==> config.mk <==
export PLATFORM = sky130hd
export DESIGN_NAME = scaled_pixel_block_writer_flat
export DESIGN_NICKNAME = d
export VERILOG_FILES = /design/src/rtl/core/spbw_pkg.sv /design/src/rtl/core/spbw_in_if.sv /design/src/rtl/core/spbw_out_if.sv /design/src/rtl/core/spbw_front.sv /design/src/rtl/core/spbw_queue.sv /design/src/rtl/core/spbw_back.sv /design/src/rtl/core/scaled_pixel_block_writer.sv /design/src/flat_wrapper.sv
export VERILOG_INCLUDE_DIRS = /design/src /design/src/rtl/core
export SDC_FILE = /design/constraint.sdc
export NUM_CORES = 1
export LEC_CHECK = 0
export ABC_CLOCK_PERIOD_IN_PS = 11400
export BUFFER_PORTS_ARGS = -buffer_cell sky130_fd_sc_hd__buf_2
export CAP_MARGIN = 20
export CELL_PAD_IN_SITES_DETAIL_PLACEMENT = 1
export CELL_PAD_IN_SITES_GLOBAL_PLACEMENT = 2
export CORE_MARGIN = 8
export CORE_UTILIZATION = 46
export CTS_BUF_LIST = sky130_fd_sc_hd__clkbuf_16
export DETAILED_ROUTE_END_ITERATION = 8
export PLACE_DENSITY = 0.89
export SKIP_LAST_GASP = 1
export SLEW_MARGIN = 0
export SYNTH_ARGS = -nofsm -noshare
export SYNTH_HDL_FRONTEND = slang
export SYNTH_SLANG_ARGS = --single-unit
==> constraint.sdc <==
create_clock -name clk -period 11.4 [get_ports clk]
set_input_delay 1.71 -clock clk [delete_from_list [all_inputs] [get_ports clk]]
set_output_delay 1.71 -clock clk [all_outputs]
set_load 0.005 [all_outputs]
==> src/rtl/core/assert_macros.svh <==
// Assertion macros for the RTL modules of the pixel block writer.
// Depends on nothing; included by every file that asserts.
`ifndef ASSERT_MACROS_SVH
`define ASSERT_MACROS_SVH

`ifndef SYNTHESIS
// Property must hold at every rising clock edge outside reset.
`define ASSERT_PROP(label, clk, rst_n, prop, msg) \
	label: assert property (@(posedge clk) disable iff (!(rst_n)) (prop)) else $error(msg);
// Condition must never be true outside reset.
`define ASSERT_NEVER(label, clk, rst_n, cond, msg) \
	`ASSERT_PROP(label, clk, rst_n, !(cond), msg)
`else
`define ASSERT_PROP(label, clk, rst_n, prop, msg)
`define ASSERT_NEVER(label, clk, rst_n, cond, msg)
`endif

`endif

==> src/rtl/core/spbw_pkg.sv <==
// Package of the scaled pixel block writer: geometry constants, derived widths,
// register codes and the structs passed between front, queue and back.
`default_nettype none

package spbw_pkg;

	localparam int SRC_WIDTH  = 240;
	localparam int SRC_HEIGHT = 160;
	localparam int DST_WIDTH  = 1024;
	localparam int DST_HEIGHT = 768;
	localparam int MAX_WRITES = 16;

	// Integer scale factors and writes per block. A source pixel never
	// reaches past the destination edge, so every block has the full size.
	localparam int SCALE_X      = DST_WIDTH / SRC_WIDTH;
	localparam int SCALE_Y      = DST_HEIGHT / SRC_HEIGHT;
	localparam int BLOCK_AREA   = SCALE_X * SCALE_Y;
	localparam int BLOCK_WRITES = (BLOCK_AREA < MAX_WRITES) ? BLOCK_AREA : MAX_WRITES;
	localparam int LAST_N       = (BLOCK_WRITES > 0) ? BLOCK_WRITES - 1 : 0;
	localparam int LAST_COL     = (SCALE_X > 0) ? SCALE_X - 1 : 0;

	localparam int COL_W  = $clog2(DST_WIDTH + 1);
	localparam int ROW_W  = $clog2(DST_HEIGHT + 1);
	localparam int CCNT_W = $clog2(SCALE_X + 1);
	localparam int NCNT_W = $clog2(MAX_WRITES + 1);

	localparam int QUEUE_DEPTH = 4;
	localparam int QPTR_W      = $clog2(QUEUE_DEPTH);
	localparam int QCNT_W      = $clog2(QUEUE_DEPTH + 1);

	localparam int CFG_INDEX_W = 2;
	localparam int CFG_DATA_W  = 32;

	typedef enum logic [CFG_INDEX_W-1:0] {
		REG_FRAME_BASE = 2'd0,
		REG_LINE_PITCH = 2'd1
	} cfg_reg_t;

	typedef struct packed {
		logic [31:0] frame_base;
		logic [15:0] line_pitch;
	} cfg_t;

	// One queued block: byte offset of its first write and expanded color.
	typedef struct packed {
		logic [31:0] offset;
		logic [23:0] color;
	} block_t;

endpackage

`default_nettype wire

==> src/rtl/core/spbw_in_if.sv <==
// Pixel channel: valid/ready handshake with one source pixel as payload.
// Depends on nothing.
`default_nettype none

interface spbw_in_if;
	logic        valid;
	logic        ready;
	logic [7:0]  src_x;
	logic [7:0]  src_y;
	logic [15:0] src_color;

	modport source (output valid, output src_x, output src_y, output src_color, input ready);
	modport sink (input valid, input src_x, input src_y, input src_color, output ready);
endinterface

`default_nettype wire

==> src/rtl/core/spbw_out_if.sv <==
// Write channel: valid/ready handshake with one framebuffer write as payload.
// Depends on nothing.
`default_nettype none

interface spbw_out_if;
	logic        valid;
	logic        ready;
	logic [31:0] write_address;
	logic [23:0] write_data;
	logic        last_write;

	modport source (output valid, output write_address, output write_data,
		output last_write, input ready);
	modport sink (input valid, input write_address, input write_data,
		input last_write, output ready);
endinterface

`default_nettype wire

==> src/rtl/core/spbw_front.sv <==
// Front of the pixel block writer: accepts pixels, drops those outside the
// source, expands the color and computes the block's byte offset. Uses spbw_pkg.
`default_nettype none

module spbw_front (
	input  wire logic           clk,
	input  wire logic           arst_n,
	spbw_in_if.sink             pixels,
	input  wire spbw_pkg::cfg_t cfg,
	output logic                push_valid,
	input  wire logic           push_ready,
	output spbw_pkg::block_t    push_block
);

	function automatic logic [7:0] widen5(input logic [4:0] c);
		widen5 = {c, c[4:2]};
	endfunction

	logic                       valid_s1;
	logic [spbw_pkg::ROW_W-1:0] row0_s1;
	logic [spbw_pkg::COL_W-1:0] col0_s1;
	logic [23:0]                color_s1;
	logic                       valid_s2;
	spbw_pkg::block_t           block_s2;
	logic                       s1_adv;
	logic                       in_range;

	assign s1_adv       = !valid_s2 || push_ready;
	assign pixels.ready = !valid_s1 || s1_adv;
	assign in_range     = (32'(pixels.src_x) < spbw_pkg::SRC_WIDTH) &&
		(32'(pixels.src_y) < spbw_pkg::SRC_HEIGHT) && (spbw_pkg::BLOCK_WRITES > 0);

	always_ff @(posedge clk or negedge arst_n) begin
		if (!arst_n) begin
			valid_s1 <= 1'b0;
			valid_s2 <= 1'b0;
		end else begin
			if (pixels.ready) begin
				valid_s1 <= pixels.valid && in_range;
			end
			if (s1_adv) begin
				valid_s2 <= valid_s1;
			end
		end
	end

	always_ff @(posedge clk) begin
		if (pixels.ready) begin
			row0_s1  <= spbw_pkg::ROW_W'(32'(pixels.src_y) * spbw_pkg::SCALE_Y);
			col0_s1  <= spbw_pkg::COL_W'(32'(pixels.src_x) * spbw_pkg::SCALE_X);
			color_s1 <= {widen5(pixels.src_color[4:0]), widen5(pixels.src_color[9:5]),
				widen5(pixels.src_color[14:10])};
		end
		if (s1_adv) begin
			block_s2.offset <= 32'(32'(cfg.line_pitch) * 32'(row0_s1)) +
				32'({col0_s1, 2'b00});
			block_s2.color  <= color_s1;
		end
	end

	assign push_valid = valid_s2;
	assign push_block = block_s2;

endmodule

`default_nettype wire

==> src/rtl/core/spbw_queue.sv <==
// Short block queue between front and back of the pixel block writer.
// Flop storage; depth from spbw_pkg.
`default_nettype none

module spbw_queue (
	input  wire logic             clk,
	input  wire logic             arst_n,
	input  wire logic             push_valid,
	output logic                  push_ready,
	input  wire spbw_pkg::block_t push_block,
	output logic                  pop_valid,
	input  wire logic             pop_ready,
	output spbw_pkg::block_t      pop_block
);

	spbw_pkg::block_t              mem_q [spbw_pkg::QUEUE_DEPTH];
	logic [spbw_pkg::QPTR_W-1:0]   wr_ptr_q;
	logic [spbw_pkg::QPTR_W-1:0]   rd_ptr_q;
	logic [spbw_pkg::QCNT_W-1:0]   count_q;
	logic                          push;
	logic                          pop;

	assign push_ready = count_q != spbw_pkg::QCNT_W'(spbw_pkg::QUEUE_DEPTH);
	assign pop_valid  = count_q != '0;
	assign push       = push_valid && push_ready;
	assign pop        = pop_valid && pop_ready;
	assign pop_block  = mem_q[rd_ptr_q];

	always_ff @(posedge clk or negedge arst_n) begin
		if (!arst_n) begin
			wr_ptr_q <= '0;
			rd_ptr_q <= '0;
			count_q  <= '0;
		end else begin
			if (push) begin
				wr_ptr_q <= wr_ptr_q + 1'b1;
			end
			if (pop) begin
				rd_ptr_q <= rd_ptr_q + 1'b1;
			end
			case ({push, pop})
				2'b10:   count_q <= count_q + 1'b1;
				2'b01:   count_q <= count_q - 1'b1;
				default: count_q <= count_q;
			endcase
		end
	end

	always_ff @(posedge clk) begin
		if (push) begin
			mem_q[wr_ptr_q] <= push_block;
		end
	end

endmodule

`default_nettype wire

==> src/rtl/core/spbw_back.sv <==
// Back of the pixel block writer: walks each queued block row by row, one write
// per cycle while writes is ready. Uses spbw_pkg and assert_macros.svh.
`default_nettype none
`include "assert_macros.svh"

module spbw_back (
	input  wire logic             clk,
	input  wire logic             arst_n,
	input  wire spbw_pkg::cfg_t   cfg,
	input  wire logic             pop_valid,
	output logic                  pop_ready,
	input  wire spbw_pkg::block_t pop_block,
	spbw_out_if.source            writes
);

	logic                        busy_q;
	logic [31:0]                 addr_q;
	logic [31:0]                 row_addr_q;
	logic [23:0]                 data_q;
	logic [spbw_pkg::CCNT_W-1:0] col_q;
	logic [spbw_pkg::NCNT_W-1:0] n_q;
	logic                        is_last;
	logic                        step;
	logic [31:0]                 next_row_addr;
	logic [31:0]                 load_addr;

	assign is_last       = n_q == spbw_pkg::NCNT_W'(spbw_pkg::LAST_N);
	assign pop_ready     = !busy_q || (writes.ready && is_last);
	assign step          = busy_q && writes.ready && !is_last;
	assign next_row_addr = row_addr_q + 32'(cfg.line_pitch);
	assign load_addr     = cfg.frame_base + pop_block.offset;

	always_ff @(posedge clk or negedge arst_n) begin
		if (!arst_n) begin
			busy_q <= 1'b0;
		end else if (pop_ready) begin
			busy_q <= pop_valid;
		end
	end

	always_ff @(posedge clk) begin
		if (pop_ready) begin
			// Load the next block at its first write.
			addr_q     <= load_addr;
			row_addr_q <= load_addr;
			data_q     <= pop_block.color;
			col_q      <= '0;
			n_q        <= '0;
		end else if (step) begin
			n_q <= n_q + 1'b1;
			if (col_q == spbw_pkg::CCNT_W'(spbw_pkg::LAST_COL)) begin
				col_q      <= '0;
				row_addr_q <= next_row_addr;
				addr_q     <= next_row_addr;
			end else begin
				col_q  <= col_q + 1'b1;
				addr_q <= addr_q + 32'd4;
			end
		end
	end

	assign writes.valid         = busy_q;
	assign writes.write_address = addr_q;
	assign writes.write_data    = data_q;
	assign writes.last_write    = is_last;

	`ASSERT_PROP(a_block_continues, clk, arst_n, step |=> busy_q, "block ended before last write")
	`ASSERT_NEVER(a_count_range, clk, arst_n,
		busy_q && (n_q > spbw_pkg::NCNT_W'(spbw_pkg::LAST_N)), "write count past block size")
	`ASSERT_NEVER(a_col_range, clk, arst_n,
		busy_q && (col_q > spbw_pkg::CCNT_W'(spbw_pkg::LAST_COL)), "column past block width")
	`ASSERT_PROP(a_addr_step, clk, arst_n,
		(step && (col_q != spbw_pkg::CCNT_W'(spbw_pkg::LAST_COL))) |=>
		(addr_q == $past(addr_q) + 32'd4), "column address step wrong")

endmodule

`default_nettype wire

==> src/rtl/core/scaled_pixel_block_writer.sv <==
// Top level of the scaled pixel block writer: configuration registers and the
// front, queue and back parts. Uses spbw_pkg, spbw_in_if and spbw_out_if.
//
//  channel   | role   | payload                                  | beat
//  ----------+--------+------------------------------------------+-----------------
//  pixels    | sink   | src_x, src_y, src_color                  | one source pixel
//  writes    | source | write_address, write_data, last_write    | one 32-bit write
//  cfg_*     | write  | cfg_index, cfg_data                      | one register
//
// Each in-range pixel becomes SCALE_X*SCALE_Y writes (at most MAX_WRITES; 16 in
// this geometry), one per cycle while writes is ready; the back's block walker
// sets the rate. Out-of-range pixels transfer at one per cycle when the front is
// not stalled and give no writes. Writes pass front s1, s2, the queue and back.
// Reset clears control state and sets frame_base to 0, line_pitch to 4096.
// A stalled writes channel holds the current write; the four-entry queue keeps
// the front taking pixels until it fills.
`default_nettype none

module scaled_pixel_block_writer (
	input  wire logic                                clk,
	input  wire logic                                arst_n,
	spbw_in_if.sink                                  pixels,
	spbw_out_if.source                               writes,
	input  wire logic                                cfg_wr_en,
	input  wire logic [spbw_pkg::CFG_INDEX_W-1:0]    cfg_index,
	input  wire logic [spbw_pkg::CFG_DATA_W-1:0]     cfg_data
);

	spbw_pkg::cfg_t   cfg_q;
	logic             push_valid;
	logic             push_ready;
	spbw_pkg::block_t push_block;
	logic             pop_valid;
	logic             pop_ready;
	spbw_pkg::block_t pop_block;

	// Register file; writes to unknown indexes drop.
	always_ff @(posedge clk or negedge arst_n) begin
		if (!arst_n) begin
			cfg_q.frame_base <= 32'd0;
			cfg_q.line_pitch <= 16'd4096;
		end else if (cfg_wr_en) begin
			case (cfg_index)
				spbw_pkg::REG_FRAME_BASE: cfg_q.frame_base <= cfg_data[31:0];
				spbw_pkg::REG_LINE_PITCH: cfg_q.line_pitch <= cfg_data[15:0];
				default: ;
			endcase
		end
	end

	// Front: classify the pixel and compute the block's offset.
	spbw_front u_front (
		.clk        (clk),
		.arst_n     (arst_n),
		.pixels     (pixels),
		.cfg        (cfg_q),
		.push_valid (push_valid),
		.push_ready (push_ready),
		.push_block (push_block)
	);

	// Queue: decouple pixel intake from write issue.
	spbw_queue u_queue (
		.clk        (clk),
		.arst_n     (arst_n),
		.push_valid (push_valid),
		.push_ready (push_ready),
		.push_block (push_block),
		.pop_valid  (pop_valid),
		.pop_ready  (pop_ready),
		.pop_block  (pop_block)
	);

	// Back: walk each block and transfer its writes.
	spbw_back u_back (
		.clk       (clk),
		.arst_n    (arst_n),
		.cfg       (cfg_q),
		.pop_valid (pop_valid),
		.pop_ready (pop_ready),
		.pop_block (pop_block),
		.writes    (writes)
	);

endmodule

`default_nettype wire

==> src/flat_wrapper.sv <==
// flat-port wrapper written by rule: the top's interface ports become plain ports
module scaled_pixel_block_writer_flat 
  (clk, arst_n, cfg_wr_en, cfg_index, cfg_data, pixels_valid, pixels_src_x, pixels_src_y, pixels_src_color, pixels_ready, writes_valid, writes_write_address, writes_write_data, writes_last_write, writes_ready);
  spbw_in_if pixels_i ();
  spbw_out_if writes_i ();
  input  wire logic clk;
  input  wire logic arst_n;
  input  wire logic cfg_wr_en;
  input  wire logic [spbw_pkg::CFG_INDEX_W-1:0] cfg_index;
  input  wire logic [spbw_pkg::CFG_DATA_W-1:0] cfg_data;
  input wire logic [$bits(pixels_i.valid)-1:0] pixels_valid;
  input wire logic [$bits(pixels_i.src_x)-1:0] pixels_src_x;
  input wire logic [$bits(pixels_i.src_y)-1:0] pixels_src_y;
  input wire logic [$bits(pixels_i.src_color)-1:0] pixels_src_color;
  output wire logic [$bits(pixels_i.ready)-1:0] pixels_ready;
  output wire logic [$bits(writes_i.valid)-1:0] writes_valid;
  output wire logic [$bits(writes_i.write_address)-1:0] writes_write_address;
  output wire logic [$bits(writes_i.write_data)-1:0] writes_write_data;
  output wire logic [$bits(writes_i.last_write)-1:0] writes_last_write;
  input wire logic [$bits(writes_i.ready)-1:0] writes_ready;
  assign pixels_i.valid = pixels_valid;
  assign pixels_i.src_x = pixels_src_x;
  assign pixels_i.src_y = pixels_src_y;
  assign pixels_i.src_color = pixels_src_color;
  assign pixels_ready = pixels_i.ready;
  assign writes_valid = writes_i.valid;
  assign writes_write_address = writes_i.write_address;
  assign writes_write_data = writes_i.write_data;
  assign writes_last_write = writes_i.last_write;
  assign writes_i.ready = writes_ready;
  scaled_pixel_block_writer u_core (.clk(clk), .arst_n(arst_n), .pixels(pixels_i), .writes(writes_i), .cfg_wr_en(cfg_wr_en), .cfg_index(cfg_index), .cfg_data(cfg_data));
endmodule
After elaboration in Yosys (flattened, before gate mapping)
Memory sizes are Yosys's and may differ from the RTL's.
Cells that the tools add are included.
- input port bits: 71
- bits in registers: 250
- logic and storage cells: 70
- memories kept: 1
- output and inout bits: 59
- RAM bits: 224
- equal/unequal tests: 6
- magnitude comparators: 2
- mux-type cells: 10
- reductions and logical operators: 22
- add/subtract/negate cells: 10
- $mul: 1
- memory list (name ; depth ; width ; read ports ; clocked after Yosys merged registers in ; wr ports ; RTL line ; RTL):
    u_core.u_queue.mem_q ; 4 ; 56 ; 1 ; 0 ; 1 ; spbw_queue.sv:16 ; spbw_pkg::block_t mem_q [spbw_pkg::QUEUE_DEPTH];
- operators with widths (cell ; count):
    $mux 32 ; 6
    $add 32x16->32 ; 1
    $add 32x3->32 const B ; 1
    $add 32x32->32 ; 1
    $add 26x12->27 ; 1
    $mul 16x8->24 ; 1
    $lt 8x8->1 const B ; 2
    $logic_and 1x1->1 ; 7
    $add 3x1->3 const B ; 2
    $pmux 3 s2 ; 1
    $reduce_and 2->1 ; 3
    $reduce_bool 2->1 ; 3
    $add 5x1->5 const B ; 1
    $eq 5x4->1 const B ; 1
    $add 2x1->2 const B ; 2
    $eq 2x1->1 const B ; 2
    $logic_not 1->1 ; 4
    $eq 3x2->1 const B ; 1
    $logic_or 1x1->1 ; 3
    $mux 3 ; 1
    $ne 3x3->1 const B ; 1
    $reduce_bool 3->1 ; 1
    $sub 3x1->3 const B ; 1
    $eq 2x2->1 const B ; 1
    2 further kinds ; 3

Logic depth before layout (Yosys ltp)
- word-level depth: 6
- mapped depth: 23
- gate-level depth less buffers: 22

Hierarchy
From an unflattened synthesis, not the netlist that was laid out.
- cell total of the unflattened synthesis: 1869
- area total of the unflattened synthesis: 24723.7 µm²
- modules (own cells, without submodules) (module ; area an instance (µm²) ; cells each ; seq. area each (µm²) ; times used):
    spbw_queue ; 8506.9 ; 330 ; 6901.6 ; 1
    spbw_back ; 7322.0 ; 786 ; 2827.7 ; 1
    spbw_front ; 7074.3 ; 651 ; 2182.1 ; 1
    scaled_pixel_block_writer ; 1820.5 ; 102 ; 1202.4 ; 1

Least setup slack after synthesis
No wires, ideal clock.
- path type: flip-flop to flip-flop
- start point: register u_core.u_front.row0_s1[9] (netlist bit)
- end point: register u_core.u_front.block_s2 (netlist bit u_core.u_front.push_block[49]) (data pin)
- stages on the path, launching flop included: 20
- clock period less this slack: 5281 ps
- path buffers: 1
- arrival time: 5015 ps
- path slack: 6119 ps
- setup time: 266 ps
- required time: 11134 ps
- cells stage by stage: edfxtp_1 clkbuf_1 nand2_1 fa_1 fa_1 inv_1 fa_1 inv_1 fa_1 inv_1 ha_1 o21ai_0 nor2_1 a21bo_2 a221o_1 xnor2_2 nor3b_2 and4_4 nand4_1 xor2_1
- cells in the longest elaborated chain, start to end: 2
- RTL lines (element ; RTL line ; RTL):
    start: declaration ; spbw_front.sv:20 ; logic [spbw_pkg::ROW_W-1:0] row0_s1;
    start signal: assignment ; spbw_front.sv:49 ; row0_s1 <= spbw_pkg::ROW_W'(32'(pixels.src_y) * spbw_pkg::SCALE_Y);
    $mul 16x8->24 ; spbw_front.sv:55 ; block_s2.offset <= 32'(32'(cfg.line_pitch) * 32'(row0_s1)) +
    $add 26x12->27 ; spbw_front.sv:55 ;
    end: declaration ; spbw_front.sv:24 ; spbw_pkg::block_t block_s2;
Every way passes these cells.
A chain may end at the register's enable or synchronous reset.

Worst setup path after layout
- start point: register u_core.u_front.row0_s1[9] (netlist bit)
- end point: register u_core.u_front.block_s2 (netlist bit u_core.u_front.push_block[48]) (data pin)
The elaborated chain is that of the path after synthesis.

==> run_results.csv <==
group,metric,value,unit
logic_synthesis,synth_area_leader_cell,"edfxtp_1",
global_routing,grt_max_degree,59,
placement,port-buffer-count,128,
worst_setup_path,cp.required,11.70,ns
timing,post-route-period-util,0.539,
worst_setup_path,worstSetupPathType,"flop to flop",
timing,clock_skew,0.0233,ns
logic_synthesis,synth-xor-area-share,0.0500,
logic_synthesis,synthesis.area,21500,sq um
logic_synthesis,synth_flop_cell,"edfxtp_1",
final_layout,seq_area,10900,sq um
detailed_routing,drc,0,
floorplan,dieArea,54000,sq um
global_routing,antenna_found_initial,2,
logic_synthesis,synth_top_area_frac,0.432,
global_routing,grt_use_total,0.200,
final_layout,area_growth,12.2,%
floorplan,start_util,0.465,
worst_setup_path,endpoint_kind,"flop",
detailed_routing,avgViaCountPerCell,5.53,
timing,relSlewSlack,0.387,
clock_network,postCtsHoldBufs,0,
placement,place.detailed.hpwl,38.9,mm
logic_synthesis,synth.area.top_cells,"edfxtp_1 43%, fa_1 8.2%, dfrtp_1 6.6%, ha_1 5.9%, mux4_2 4.2%",
logic_synthesis,synthAdderAreaFrac,0.141,
global_routing,overflow,0,
logic_synthesis,synth_mux_area_frac,0.0693,
placement,finalWeightedCongestion,0.845,
timing,slew_viol_final,0,
logic_synthesis,ys_warn_count,0,
timing,finalCriticalPeriod,6.14,ns
clock_network,clk_pin_slew,0.06,ns
logic_synthesis,synth_nets,1987,
clock_network,clock_path_buffers,3,
logic_synthesis,async_reset_ff_frac,0.154,
clock_network,cts_root_buf,"clkbuf_16",
global_routing,grt_pass1_vias,15400,
global_routing,grt_pass1_wl,85.3,mm
floorplan,coreArea,46400,sq um
final_layout,drive_gt1_frac,0.176,
timing,setup_viol,0,
timing,fmax,163,MHz
clock_network,htree_num_levels,2,
final_layout,fill_cells,4743,
floorplan,fp.dieH,232,um
placement,placed_cells,2411,
final_layout,multi_input_area,9850,sq um
detailed_routing,ant_nets,0,
detailed_routing,wl_per_cell,21.4,um
logic_synthesis,ys_seq_area_frac,0.507,
detailed_routing,dr.pass1.iters,6,
detailed_routing,via_count,13700,
detailed_routing,drt_wl_total,53.3,mm
logic_synthesis,synthCells,1726,
timing,worst_slew_pin_slew,0.917,ns
detailed_routing,drtIter0Drc,763,
logic_synthesis,synth_top_family_by_area,"adder cells",
worst_setup_path,worstPathMaxFanout,16,
floorplan,rows,79,
clock_network,tritoncts,"done",
job,max_cap_violations,0,
hold_path,holdCritPathClass,"flop to flop",
final_layout,final_common_cell,"edfxtp_1",
floorplan,die_x,232,um
final_layout,stdcell_count,2484,
clock_network,cts_resized,0,
logic_synthesis,syn-mean-instance-area,12.5,sq um
worst_setup_path,start_kind,"flop",
worst_setup_path,crit_arrival,6.44,ns
floorplan,ios,130,
status,status,"finished clean",
clock_network,postCtsSetupBuffers,0,
timing,rsz0062_at_grt,"false",
final_layout,fin_nets,2108,
logic_synthesis,ys_ff_latch,376,
timing,finalSetupTns,0,ns
clock_network,clock_latency,0.57,ns
logic_synthesis,synth_compound_area_frac,0.0837,
clock_network,cts_sinks,376,
logic_synthesis,synth_edf_count,310,
timing,hold_viol,0,
final_layout,final_cell_mix,"310 x edfxtp_1, 151 x nand2_1, 141 x inv_1",
logic_synthesis,synth.distinct_cells,84,
logic_synthesis,synth_simple_gate_area_frac,0.112,
clock_network,cts_buffers,40,
## cells by family after synthesis
group,Yosys count
buf+inv,199
xor+xnor,119
flops,376
mux,93
compound gates,277
fa+ha+maj,190
simple gates,472
## final cells by class
cell class	count	share of cell area
Tap cell	607	0.0314
Antenna cell	1	0.000104
Clock buffer	41	0.0424
Inverter	133	0.0207
Sequential cell	376	0.452
Clock inverter	30	0.0123
Multi-Input combinational cell	1151	0.407
Timing Repair Buffer	145	0.0338
## routing by layer
metal  track usage  share of wire
met1         0.247           0.42
met2         0.357           0.51
met3        0.0306          0.038
met4        0.0612          0.026
met5             0              0
## synth_stat cells (40+ instances only)
cell type and count:
edfxtp_1 310, nand2_1 151, inv_1 133, and2_1 116
ha_1 102, fa_1 88, a21oi_1 81, o21ai_0 68
xnor2_1 65, nor2_1 63, dfrtp_1 57, xor2_1 51
mux2_2 49, clkbuf_1 41, mux4_2 40, nand3_1 40
## through the flow
step / setup WS (ns) / instance area, sq um / hold WS (ns) / util
final: 5.26 / 24200 / 0.418 / 0.521
after global routing: 4.91 / 24200 / 0.426 / 0.521
after CTS: 5.21 / 24200 / 0.415 / 0.521
after detailed placement: 5.26 / 22800 / 0.406 / 0.492
after global placement: 5.49 / 22800 / 0.402 / 0.491
after floorplan: 6.12 / 21500 / 0.400 / -
## critical path: stages (launching register included)
cell and delay, ns:
edfxtp_1 0.73, nand2_1 0.16, fa_1 0.53, fa_1 0.55, inv_1 0.06, fa_1 0.52, inv_1 0.05, fa_1 0.52
inv_1 0.04, ha_1 0.37, nand3_1 0.11, o22ai_2 0.35, nor2_1 0.10, xnor2_1 0.15, ha_1 0.37, nand2_1 0.07
o21ai_1 0.54, and2_1 0.25, nand4_1 0.20, xnor2_1 0.20
## sequential cells by signal, summed over array words and instances (netlist names)
register,count
u_core.cfg_q,48
u_core.u_back.col_q,3
u_core.u_back.n_q,5
u_core.u_back.row_addr_q,32
u_core.u_back.writes.valid,1
u_core.u_back.writes.write_address,32
u_core.u_back.writes.write_data,15
u_core.u_front.col0_s1,8
u_core.u_front.color_s1,15
u_core.u_front.push_block,40
u_core.u_front.push_valid,1
u_core.u_front.row0_s1,8
u_core.u_front.valid_s1,1
u_core.u_queue.count_q,3
u_core.u_queue.mem_q,160
u_core.u_queue.rd_ptr_q,2
u_core.u_queue.wr_ptr_q,2
## path summary, 6_finish.rpt
check                                                      to  slack, ns                         from  cells past startpoint
worst max-delay path            u_core.u_front.push_block[48]       5.26    u_core.u_front.row0_s1[9]                     19
worst min-delay path            u_core.u_front.push_block[11]       0.42  u_core.u_front.color_s1[11]                      0
worst max register to register  u_core.u_front.push_block[48]       5.26    u_core.u_front.row0_s1[9]                     19
worst min register to register  u_core.u_front.push_block[11]       0.42  u_core.u_front.color_s1[11]                      0
max in group asynchronous          u_core.u_queue.rd_ptr_q[0]       9.48                       arst_n                      2
min in group asynchronous                     u_core.cfg_q[5]       1.33                       arst_n                      2
Power is not shown: default switching activity piles up to over one toggle a cycle in this logic, so the estimate is an artifact.
